### src/rvma_pkg.sv
// shared types and constants of the variable window moving average
package rvma_pkg;

	localparam int WIN_REG_W = 8;
	localparam logic [WIN_REG_W-1:0] WINDOW_RESET = 8'd10;
	localparam int QUEUE_DEPTH = 2;

	typedef enum logic {
		FR_IDLE,
		FR_UPDATE
	} front_state_t;

	typedef enum logic [1:0] {
		BK_IDLE,
		BK_DIV,
		BK_DONE
	} back_state_t;

endpackage

### src/rvma_ifs.sv
// channel interfaces of the variable window moving average
interface rvma_sample_if #(
	parameter int SAMPLE_WIDTH = 16
);
	logic valid;
	logic ready;
	logic signed [SAMPLE_WIDTH-1:0] sample;

	modport source (output valid, output sample, input ready);
	modport sink (input valid, input sample, output ready);
endinterface

interface rvma_average_if #(
	parameter int SAMPLE_WIDTH = 16
);
	logic valid;
	logic ready;
	logic signed [SAMPLE_WIDTH-1:0] average;

	modport source (output valid, output average, input ready);
	modport sink (input valid, input average, output ready);
endinterface

interface rvma_cfg_if import rvma_pkg::*; ();
	logic valid;
	logic ready;
	logic [WIN_REG_W-1:0] window_length;

	modport source (output valid, output window_length, input ready);
	modport sink (input valid, input window_length, output ready);
endinterface

### src/rvma_front.sv
// front end: window register, sample ring and running sum update
module rvma_front import rvma_pkg::*; #(
	parameter int MAX_WINDOW = 128,
	parameter int SAMPLE_WIDTH = 16,
	localparam int PTR_W = $clog2(MAX_WINDOW),
	localparam int CNT_W = $clog2(MAX_WINDOW + 1),
	localparam int SUM_W = SAMPLE_WIDTH + PTR_W + 1
) (
	input  logic clk,
	input  logic arst_n,
	rvma_sample_if.sink sample_req,
	rvma_cfg_if.sink window_cfg,
	output logic push_valid,
	input  logic push_ready,
	output logic [SUM_W+CNT_W-1:0] push_data
);

	front_state_t state_q, state_d;
	logic [WIN_REG_W-1:0] win_len_q;
	logic [CNT_W-1:0] in_use_q, cnt_q, cnt_next, eff_win;
	logic [PTR_W-1:0] pos_q, pos_base, pos_use, pos_next;
	logic [CNT_W-1:0] pos_inc;
	logic signed [SUM_W-1:0] sum_q, sum_new, add_val, sub_val;
	logic signed [SAMPLE_WIDTH-1:0] sample_s1, rd_s1;
	logic signed [SAMPLE_WIDTH-1:0] ring_q [MAX_WINDOW];
	logic acc, clr, full, push_fire;

	assign window_cfg.ready = 1'b1;
	assign sample_req.ready = (state_q == FR_IDLE);
	assign acc = sample_req.valid && sample_req.ready;
	assign push_fire = push_valid && push_ready;

	always_comb begin
		priority if (win_len_q == '0) begin
			eff_win = CNT_W'(1);
		end else if (int'(win_len_q) > MAX_WINDOW) begin
			eff_win = CNT_W'(MAX_WINDOW);
		end else begin
			eff_win = CNT_W'(win_len_q);
		end
	end

	// new effective window length restarts the average
	assign clr = (eff_win != in_use_q);
	assign pos_base = clr ? '0 : pos_q;
	assign pos_use = (CNT_W'(pos_base) >= eff_win) ? '0 : pos_base;

	assign full = (cnt_q >= in_use_q);
	assign add_val = {{(SUM_W-SAMPLE_WIDTH){sample_s1[SAMPLE_WIDTH-1]}}, sample_s1};
	assign sub_val = full ? {{(SUM_W-SAMPLE_WIDTH){rd_s1[SAMPLE_WIDTH-1]}}, rd_s1} : '0;
	assign sum_new = sum_q - sub_val + add_val;
	assign pos_inc = CNT_W'(pos_q) + CNT_W'(1);
	assign pos_next = (pos_inc >= in_use_q) ? '0 : pos_inc[PTR_W-1:0];
	assign cnt_next = full ? cnt_q : cnt_q + CNT_W'(1);
	assign push_data = {sum_new, cnt_next};

	always_comb begin
		state_d = state_q;
		push_valid = 1'b0;
		unique case (state_q)
			FR_IDLE: begin
				if (acc) begin
					state_d = FR_UPDATE;
				end
			end
			FR_UPDATE: begin
				push_valid = 1'b1;
				if (push_ready) begin
					state_d = FR_IDLE;
				end
			end
			default: begin
				state_d = FR_IDLE;
			end
		endcase
	end

	always_ff @(posedge clk or negedge arst_n) begin
		if (!arst_n) begin
			state_q <= FR_IDLE;
			win_len_q <= WINDOW_RESET;
			in_use_q <= '0;
			pos_q <= '0;
			cnt_q <= '0;
			sum_q <= '0;
		end else begin
			state_q <= state_d;
			if (window_cfg.valid) begin
				win_len_q <= window_cfg.window_length;
			end
			if (acc) begin
				in_use_q <= eff_win;
				pos_q <= pos_use;
				if (clr) begin
					cnt_q <= '0;
					sum_q <= '0;
				end
			end
			if (push_fire) begin
				pos_q <= pos_next;
				cnt_q <= cnt_next;
				sum_q <= sum_new;
			end
		end
	end

	always_ff @(posedge clk) begin
		if (acc) begin
			sample_s1 <= sample_req.sample;
			rd_s1 <= ring_q[pos_use];
		end
		if (push_fire) begin
			ring_q[pos_q] <= sample_s1;
		end
	end

endmodule

### src/rvma_fifo.sv
// short queue between front end and divider
module rvma_fifo import rvma_pkg::*; #(
	parameter int WIDTH = 32,
	localparam int PTR_W = $clog2(QUEUE_DEPTH),
	localparam int CNT_W = $clog2(QUEUE_DEPTH + 1)
) (
	input  logic clk,
	input  logic arst_n,
	input  logic push_valid,
	output logic push_ready,
	input  logic [WIDTH-1:0] push_data,
	output logic pop_valid,
	input  logic pop_ready,
	output logic [WIDTH-1:0] pop_data
);

	logic [WIDTH-1:0] mem_q [QUEUE_DEPTH];
	logic [PTR_W-1:0] wr_ptr_q, rd_ptr_q;
	logic [CNT_W-1:0] count_q;
	logic push_fire, pop_fire;

	assign push_ready = (count_q != CNT_W'(QUEUE_DEPTH));
	assign pop_valid = (count_q != '0);
	assign pop_data = mem_q[rd_ptr_q];
	assign push_fire = push_valid && push_ready;
	assign pop_fire = pop_valid && pop_ready;

	// pointers wrap naturally, depth is a power of two
	always_ff @(posedge clk or negedge arst_n) begin
		if (!arst_n) begin
			wr_ptr_q <= '0;
			rd_ptr_q <= '0;
			count_q <= '0;
		end else begin
			if (push_fire) begin
				wr_ptr_q <= wr_ptr_q + PTR_W'(1);
			end
			if (pop_fire) begin
				rd_ptr_q <= rd_ptr_q + PTR_W'(1);
			end
			if (push_fire && !pop_fire) begin
				count_q <= count_q + CNT_W'(1);
			end else if (pop_fire && !push_fire) begin
				count_q <= count_q - CNT_W'(1);
			end
		end
	end

	always_ff @(posedge clk) begin
		if (push_fire) begin
			mem_q[wr_ptr_q] <= push_data;
		end
	end

endmodule

### src/rvma_div.sv
// back end: radix-2 signed divide of the sum by the sample count
module rvma_div import rvma_pkg::*; #(
	parameter int MAX_WINDOW = 128,
	parameter int SAMPLE_WIDTH = 16,
	localparam int PTR_W = $clog2(MAX_WINDOW),
	localparam int CNT_W = $clog2(MAX_WINDOW + 1),
	localparam int SUM_W = SAMPLE_WIDTH + PTR_W + 1,
	localparam int STEP_W = $clog2(SUM_W)
) (
	input  logic clk,
	input  logic arst_n,
	input  logic pop_valid,
	output logic pop_ready,
	input  logic [SUM_W+CNT_W-1:0] pop_data,
	rvma_average_if.source average_req
);

	back_state_t state_q, state_d;
	logic [SUM_W-1:0] pop_sum, pop_mag, quo_q;
	logic [CNT_W-1:0] pop_cnt, div_q, rem_q;
	logic [CNT_W:0] trial, diff;
	logic [STEP_W-1:0] step_q;
	logic [SAMPLE_WIDTH-1:0] q_mag;
	logic signed [SAMPLE_WIDTH-1:0] avg_q, avg_d;
	logic neg_q, ge, last, load_out, avg_valid_q, pop_fire;

	assign pop_sum = pop_data[SUM_W+CNT_W-1:CNT_W];
	assign pop_cnt = pop_data[CNT_W-1:0];
	assign pop_mag = pop_sum[SUM_W-1] ? (~pop_sum + SUM_W'(1)) : pop_sum;
	assign pop_fire = pop_valid && pop_ready;

	assign trial = {rem_q, quo_q[SUM_W-1]};
	assign ge = (trial >= {1'b0, div_q});
	assign diff = trial - {1'b0, div_q};
	assign last = (step_q == STEP_W'(SUM_W - 1));

	// quotient magnitude never exceeds the sample range plus one
	assign q_mag = quo_q[SAMPLE_WIDTH-1:0];
	assign avg_d = neg_q ? (~q_mag + SAMPLE_WIDTH'(1)) : q_mag;

	assign average_req.valid = avg_valid_q;
	assign average_req.average = avg_q;

	always_comb begin
		state_d = state_q;
		pop_ready = 1'b0;
		load_out = 1'b0;
		unique case (state_q)
			BK_IDLE: begin
				pop_ready = 1'b1;
				if (pop_valid) begin
					state_d = BK_DIV;
				end
			end
			BK_DIV: begin
				if (last) begin
					state_d = BK_DONE;
				end
			end
			BK_DONE: begin
				if (!avg_valid_q || average_req.ready) begin
					load_out = 1'b1;
					state_d = BK_IDLE;
				end
			end
			default: begin
				state_d = BK_IDLE;
			end
		endcase
	end

	always_ff @(posedge clk or negedge arst_n) begin
		if (!arst_n) begin
			state_q <= BK_IDLE;
			avg_valid_q <= 1'b0;
		end else begin
			state_q <= state_d;
			if (load_out) begin
				avg_valid_q <= 1'b1;
			end else if (average_req.ready) begin
				avg_valid_q <= 1'b0;
			end
		end
	end

	always_ff @(posedge clk) begin
		if (pop_fire) begin
			neg_q <= pop_sum[SUM_W-1];
			quo_q <= pop_mag;
			div_q <= pop_cnt;
			rem_q <= '0;
			step_q <= '0;
		end else if (state_q == BK_DIV) begin
			rem_q <= ge ? diff[CNT_W-1:0] : trial[CNT_W-1:0];
			quo_q <= {quo_q[SUM_W-2:0], ge};
			step_q <= step_q + STEP_W'(1);
		end
		if (load_out) begin
			avg_q <= avg_d;
		end
	end

endmodule

### src/variable_window_moving_average.sv
// top level of the variable window moving average
//
//   channel       role   payload                       notes
//   sample_req    sink   sample, SAMPLE_WIDTH signed   one request per sample
//   average_req   source average, SAMPLE_WIDTH signed  one result per sample
//   window_cfg    sink   window_length, 8 bits         always ready
//
// front end takes a new sample only once the last one is pushed into the queue;
// the radix-2 divider pops the next entry only after its result is registered
// asynchronous reset clears control, sum, position and count; ring is not cleared
// a finished average waits in the output register while the divider and a
// two-entry queue keep taking samples
module variable_window_moving_average import rvma_pkg::*; #(
	parameter int MAX_WINDOW = 128,
	parameter int SAMPLE_WIDTH = 16
) (
	input  logic clk,
	input  logic arst_n,
	rvma_sample_if.sink sample_req,
	rvma_average_if.source average_req,
	rvma_cfg_if.sink window_cfg
);

	localparam int PTR_W = $clog2(MAX_WINDOW);
	localparam int CNT_W = $clog2(MAX_WINDOW + 1);
	localparam int SUM_W = SAMPLE_WIDTH + PTR_W + 1;
	localparam int ENTRY_W = SUM_W + CNT_W;

	logic push_valid, push_ready, pop_valid, pop_ready;
	logic [ENTRY_W-1:0] push_data, pop_data;

	rvma_front #(
		.MAX_WINDOW(MAX_WINDOW),
		.SAMPLE_WIDTH(SAMPLE_WIDTH)
	) u_front (
		.clk(clk),
		.arst_n(arst_n),
		.sample_req(sample_req),
		.window_cfg(window_cfg),
		.push_valid(push_valid),
		.push_ready(push_ready),
		.push_data(push_data)
	);

	rvma_fifo #(
		.WIDTH(ENTRY_W)
	) u_fifo (
		.clk(clk),
		.arst_n(arst_n),
		.push_valid(push_valid),
		.push_ready(push_ready),
		.push_data(push_data),
		.pop_valid(pop_valid),
		.pop_ready(pop_ready),
		.pop_data(pop_data)
	);

	rvma_div #(
		.MAX_WINDOW(MAX_WINDOW),
		.SAMPLE_WIDTH(SAMPLE_WIDTH)
	) u_div (
		.clk(clk),
		.arst_n(arst_n),
		.pop_valid(pop_valid),
		.pop_ready(pop_ready),
		.pop_data(pop_data),
		.average_req(average_req)
	);

endmodule

### src/flat_wrapper.sv
// flat-port wrapper written by rule: the top's interface ports become plain ports
module variable_window_moving_average_flat import rvma_pkg::*;
#(
	parameter int MAX_WINDOW = 128,
	parameter int SAMPLE_WIDTH = 16
)
  (clk, arst_n, sample_req_valid, sample_req_sample, sample_req_ready, average_req_valid, average_req_average, average_req_ready, window_cfg_valid, window_cfg_window_length, window_cfg_ready);
  rvma_sample_if #(.SAMPLE_WIDTH(SAMPLE_WIDTH)) sample_req_i ();
  rvma_average_if #(.SAMPLE_WIDTH(SAMPLE_WIDTH)) average_req_i ();
  rvma_cfg_if window_cfg_i ();
  input  logic clk;
  input  logic arst_n;
  input wire logic [$bits(sample_req_i.valid)-1:0] sample_req_valid;
  input wire logic [$bits(sample_req_i.sample)-1:0] sample_req_sample;
  output wire logic [$bits(sample_req_i.ready)-1:0] sample_req_ready;
  output wire logic [$bits(average_req_i.valid)-1:0] average_req_valid;
  output wire logic [$bits(average_req_i.average)-1:0] average_req_average;
  input wire logic [$bits(average_req_i.ready)-1:0] average_req_ready;
  input wire logic [$bits(window_cfg_i.valid)-1:0] window_cfg_valid;
  input wire logic [$bits(window_cfg_i.window_length)-1:0] window_cfg_window_length;
  output wire logic [$bits(window_cfg_i.ready)-1:0] window_cfg_ready;
  assign sample_req_i.valid = sample_req_valid;
  assign sample_req_i.sample = sample_req_sample;
  assign sample_req_ready = sample_req_i.ready;
  assign average_req_valid = average_req_i.valid;
  assign average_req_average = average_req_i.average;
  assign average_req_i.ready = average_req_ready;
  assign window_cfg_i.valid = window_cfg_valid;
  assign window_cfg_i.window_length = window_cfg_window_length;
  assign window_cfg_ready = window_cfg_i.ready;
  variable_window_moving_average #(.MAX_WINDOW(MAX_WINDOW), .SAMPLE_WIDTH(SAMPLE_WIDTH)) u_core (.clk(clk), .arst_n(arst_n), .sample_req(sample_req_i), .average_req(average_req_i), .window_cfg(window_cfg_i));
endmodule
### config.mk
export PLATFORM = sky130hd
export DESIGN_NAME = variable_window_moving_average_flat
export DESIGN_NICKNAME = d
export VERILOG_FILES = /design/src/rvma_pkg.sv /design/src/rvma_ifs.sv /design/src/rvma_front.sv /design/src/rvma_fifo.sv /design/src/rvma_div.sv /design/src/variable_window_moving_average.sv /design/src/flat_wrapper.sv
export SDC_FILE = /design/constraint.sdc
export NUM_CORES = 2
export LEC_CHECK = 0
export ABC_CLOCK_PERIOD_IN_PS = 5950
export BUFFER_PORTS_ARGS = -buffer_cell sky130_fd_sc_hd__buf_2
export CAP_MARGIN = 30
export CORE_MARGIN = 5
export CORE_UTILIZATION = 50
export CTS_CLUSTER_DIAMETER = 120
export CTS_CLUSTER_SIZE = 30
export DETAILED_ROUTE_END_ITERATION = 10
export HOLD_SLACK_MARGIN = 0.08
export PLACE_DENSITY = 0.65
export SYNTH_ARGS = -nofsm -noshare
export SYNTH_HDL_FRONTEND = slang
export SYNTH_SLANG_ARGS = --single-unit
### constraint.sdc
create_clock -name clk -period 5.95 [get_ports clk]
set_input_delay 0.595 -clock clk [delete_from_list [all_inputs] [get_ports clk]]
set_output_delay 0.595 -clock clk [all_outputs]
set_load 0.01 [all_outputs]
==> reports/summary.txt <==
clock-pin slew on the worst setup and hold paths: 0.13 ns
Die ar.: 193000 um^2
maximum VDD drop: 0.265 mV
Synth Area in Compound Gates: 10.6%
synthesized area per cell: 14.9 um^2
crit-path max cell delay: 0.50 ns
measured slew at the worst slew-check pin: 1.12 ns
H-tree depth: 3
Worst Path Buf+Inv: 5
Synth Warn #: 0
clock buffer count from CTS: 86
WS Path Type: reg2reg
DR pass1 iterations: 8
Finished Cell Area: 101000 um^2
CP startpoint kind: flip-flop
Hold WC Path Type: in2reg
Clock Tree Buf Depth: 3
max-cap viol count: 0
PD cells: 350 nW/um^2
clock sink count: 2269
DRT iter0 DRCs: 8593
Max Slew Vio Count: 0
Starting Density: 50.3%
CP Data Arrival Time: 6.44 ns
Max-Slew Margin vs Limit: 25.1%
placed wire-length estimate: 176000 um
Vias: 58600
Boundary Pins: 48
PortBufs: 46
setup violators final: 0
share of cells above drive strength 1: 12.2%
CP dominant cell by count: buf_4
DR WL/cell: 32.1 um
Top delay family on crit path: simple AND/OR/NAND/NOR gates
fraction of registers with async set or reset after synthesis: 2.78%
LEAKAGE: 32.9 nW
Placed Cells: 8752
Post-Synth XOR/XNOR Area: 0.790%
achievable frequency: 169 MHz
Slowest-stage cell, CP: buf_4
Seq/Total Area, Yosys: 73.5%
total grt overflow: 0
Clk Latency, worst-skew pair: 0.78 ns
post-route minimum period: 5.91 ns
vias in the first global route: 55000
clock root buffer: clkbuf_16
Die Wd: 439 um
status: finished clean
nets: 6526
synthesized area: 92100 um^2
Syn Nets: 6279
P&R area growth vs syn: 9.36%
global-route usage over all layers: 29.0%
EDFF count, synth: 2193
Rows: 157
RSZ-0062 raised after global routing: true
Placer Congestion: 0.948
final clock skew: 0.0552 ns
Worst setup EP type: flip-flop
final core utilization: 55.0%
largest net degree at the start of global routing: 135
fin crit share: 99.4%
Post-Syn Instances: 6165
die height: 439 um
Post-DP Area: 97700 um^2
Max FO, Critical Path: 21
Critical Path RT: 6.48 ns
Adder-Cell Fraction of Synth Area: 1.35%
core area: 183000 um^2
setup slack, reg-to-reg: 0.04 ns
mux share of post-synthesis cell area: 3.93%
first-pass GRT wire length: 405000 um
ys flop type: edfxtp_1
non-filler cells, final: 8913
count of state elements after synthesis: 2269
setup TNS: 0 ns
mean number of vias per cell: 6.58
# DRC: 0
final hold vios: 0
initial antenna violation count: 19
CTS tree: built
synthesized-area fraction occupied by and/or/nand/nor cells: 7.28%
CP Cell Sequence: nor4_1, mux2_2, a211oi_4, nand2_1, nor2_1, ha_1, nor3_1, nor3_2, buf_4, a211oi_1, buf_4, nand4_1, buf_4, a2111oi_0, a2111oi_0, buf_4, o21ai_0, buf_4, nor4bb_1
Final Routed Wirelength: 286000 um
Netlist cell types: 100
ANT nets after route: 0
largest family of logic cells by synthesized area: compound AO/OA/AOI/OAI gates
-- metal layers --
layer | GRT usage (%) | vias to the layer above | share of wire [%]
met1 | 40.4 | 29600 | 38
met2 | 43.6 | 3791 | 45
li1 | - | 24500 | -
met4 | 13.5 | 12 | 5.6
met3 | 6.62 | 653 | 12
met5 | 0 | - | 0.028
-- state kept, by name, indices dropped and copies added (netlist names) --
name                              cells
u_core.u_front.in_use_q               8
u_core.u_front.rd_s1                 16
u_core.u_div.average_req.valid        1
u_core.u_div.step_q                   5
u_core.u_fifo.count_q                 2
u_core.u_fifo.wr_ptr_q                1
u_core.u_div.div_q                    8
u_core.u_div.rem_q                    8
u_core.u_div.neg_q                    1
u_core.u_div.quo_q                   24
u_core.u_div.state_q                  2
u_core.u_front.win_len_q              8
u_core.u_front.ring_q              2048
u_core.u_fifo.mem_q                  64
u_core.u_fifo.rd_ptr_q                1
u_core.u_front.cnt_q                  8
u_core.u_div.average_req.average     16
u_core.u_front.state_q                1
u_core.u_front.pos_q                  7
u_core.u_front.sum_q                 24
u_core.u_front.sample_s1             16
-- metrics by stage --
step           hold slack, ns  worst slack (ns)  power, mW
2_1_floorplan           0.299             0.542       25.0
3_3_place_gp            0.439            -0.261       27.6
3_5_place_dp            0.452            -0.255       27.8
4_1_cts                0.0851            0.0340       35.1
5_1_grt                 0.101           -0.0418       36.6
6_report                0.161            0.0358       35.2
-- area by class of cell --
type | instances | area (um^2)
Multi-Input combinational cell | 3382 | 22400
Tap cell | 2464 | 3080
Inverter | 128 | 485
Sequential cell | 2269 | 67700
Timing Repair Buffer | 545 | 4650
Fill cell | 14700 | 82400
Clock buffer | 105 | 2290
Antenna cell | 12 | 30.0
Clock inverter | 8 | 80.1
-- cell usage after synthesis (all sizes together) (49+ instances only) --
library cell / instances / area share, %
edfxtp: 2193 / 72
a211oi: 69 / 0.58
mux2i: 269 / 2.9
nor3: 90 / 0.57
ha: 61 / 0.83
clkbuf: 144 / 0.59
a21oi: 287 / 1.6
a221oi: 53 / 0.50
o22ai: 173 / 1.2
xnor2: 61 / 0.58
or3: 83 / 0.56
o21ai: 238 / 1.3
nor4: 49 / 0.35
buf: 242 / 1.4
o221ai: 154 / 1.5
dfrtp: 61 / 1.7
nor2: 371 / 1.5
nand3: 127 / 0.71
inv: 124 / 0.51
o211ai: 67 / 0.56
nand2: 540 / 2.2
a31oi: 83 / 0.56
mux2: 52 / 0.64
-- where the power goes --
part / switching (mW) / internal [mW]
combinational: 5.40 / 2.66
clock: 4.71 / 2.77
sequential: 0.444 / 19.2
-- worst paths after layout --
path	startpoint	to	cells after the start
min in group asynchronous	arst_n	u_core.u_div.average_req.valid	2
max in group asynchronous	arst_n	u_core.u_front.pos_q[2]	2
max reg2reg	u_core.u_front.win_len_q[1]	u_core.u_front.rd_s1[11]	19
min	window_cfg_window_length[5]	u_core.u_front.win_len_q[5]	2
max	u_core.u_front.win_len_q[1]	u_core.u_front.rd_s1[11]	19
min reg2reg	u_core.u_div.rem_q[7]	u_core.u_div.rem_q[7]	2
-- layout by cell type, fill, tap and decap left out, types with 17 or more instances in the layout --
cell / instances
edfxtp_1: 2193
nand2_1: 537
buf_4: 424
nor2_1: 364
a21oi_1: 285
mux2i_1: 269
o21ai_0: 228
o22ai_1: 173
o221ai_1: 154
inv_1: 120
nand3_1: 120
clkbuf_16: 90
or3_1: 83
a31oi_1: 83
nor3_1: 81
o211ai_1: 65
a211oi_1: 64
xnor2_1: 61
ha_1: 61
dfrtp_1: 56
mux2_2: 52
a221oi_1: 52
buf_2: 46
buf_12: 43
nor4_1: 41
a22o_1: 36
nand4_1: 33
nor2b_1: 32
a22oi_1: 28
a21o_1: 25
and2_1: 24
o2111ai_1: 24
fa_1: 24
xor2_1: 22
o31ai_1: 21
dlygate4sd3_1: 21
and3_1: 20
a2111oi_0: 20
nand2b_1: 19
or4_1: 17
-- kinds of logic after synthesis --
group,after synthesis
multiplexers,336
other,1
adder cells (fa/ha/maj),85
AND/OR/NAND/NOR,1442
XOR/XNOR,83
buffers and inverters,514
AO/OA/AOI/OAI,1435
flip-flops,2269
-- repair_timing --
item	in CTS	in global routing
buffers inserted	0	9
gates resized for setup	4	28
gates cloned	0	1
hold endpoints to repair	81	0
pin swaps	0	5
setup endpoints to repair	4	29
hold buffers	21	0
Power figures use the tool's default switching activity.
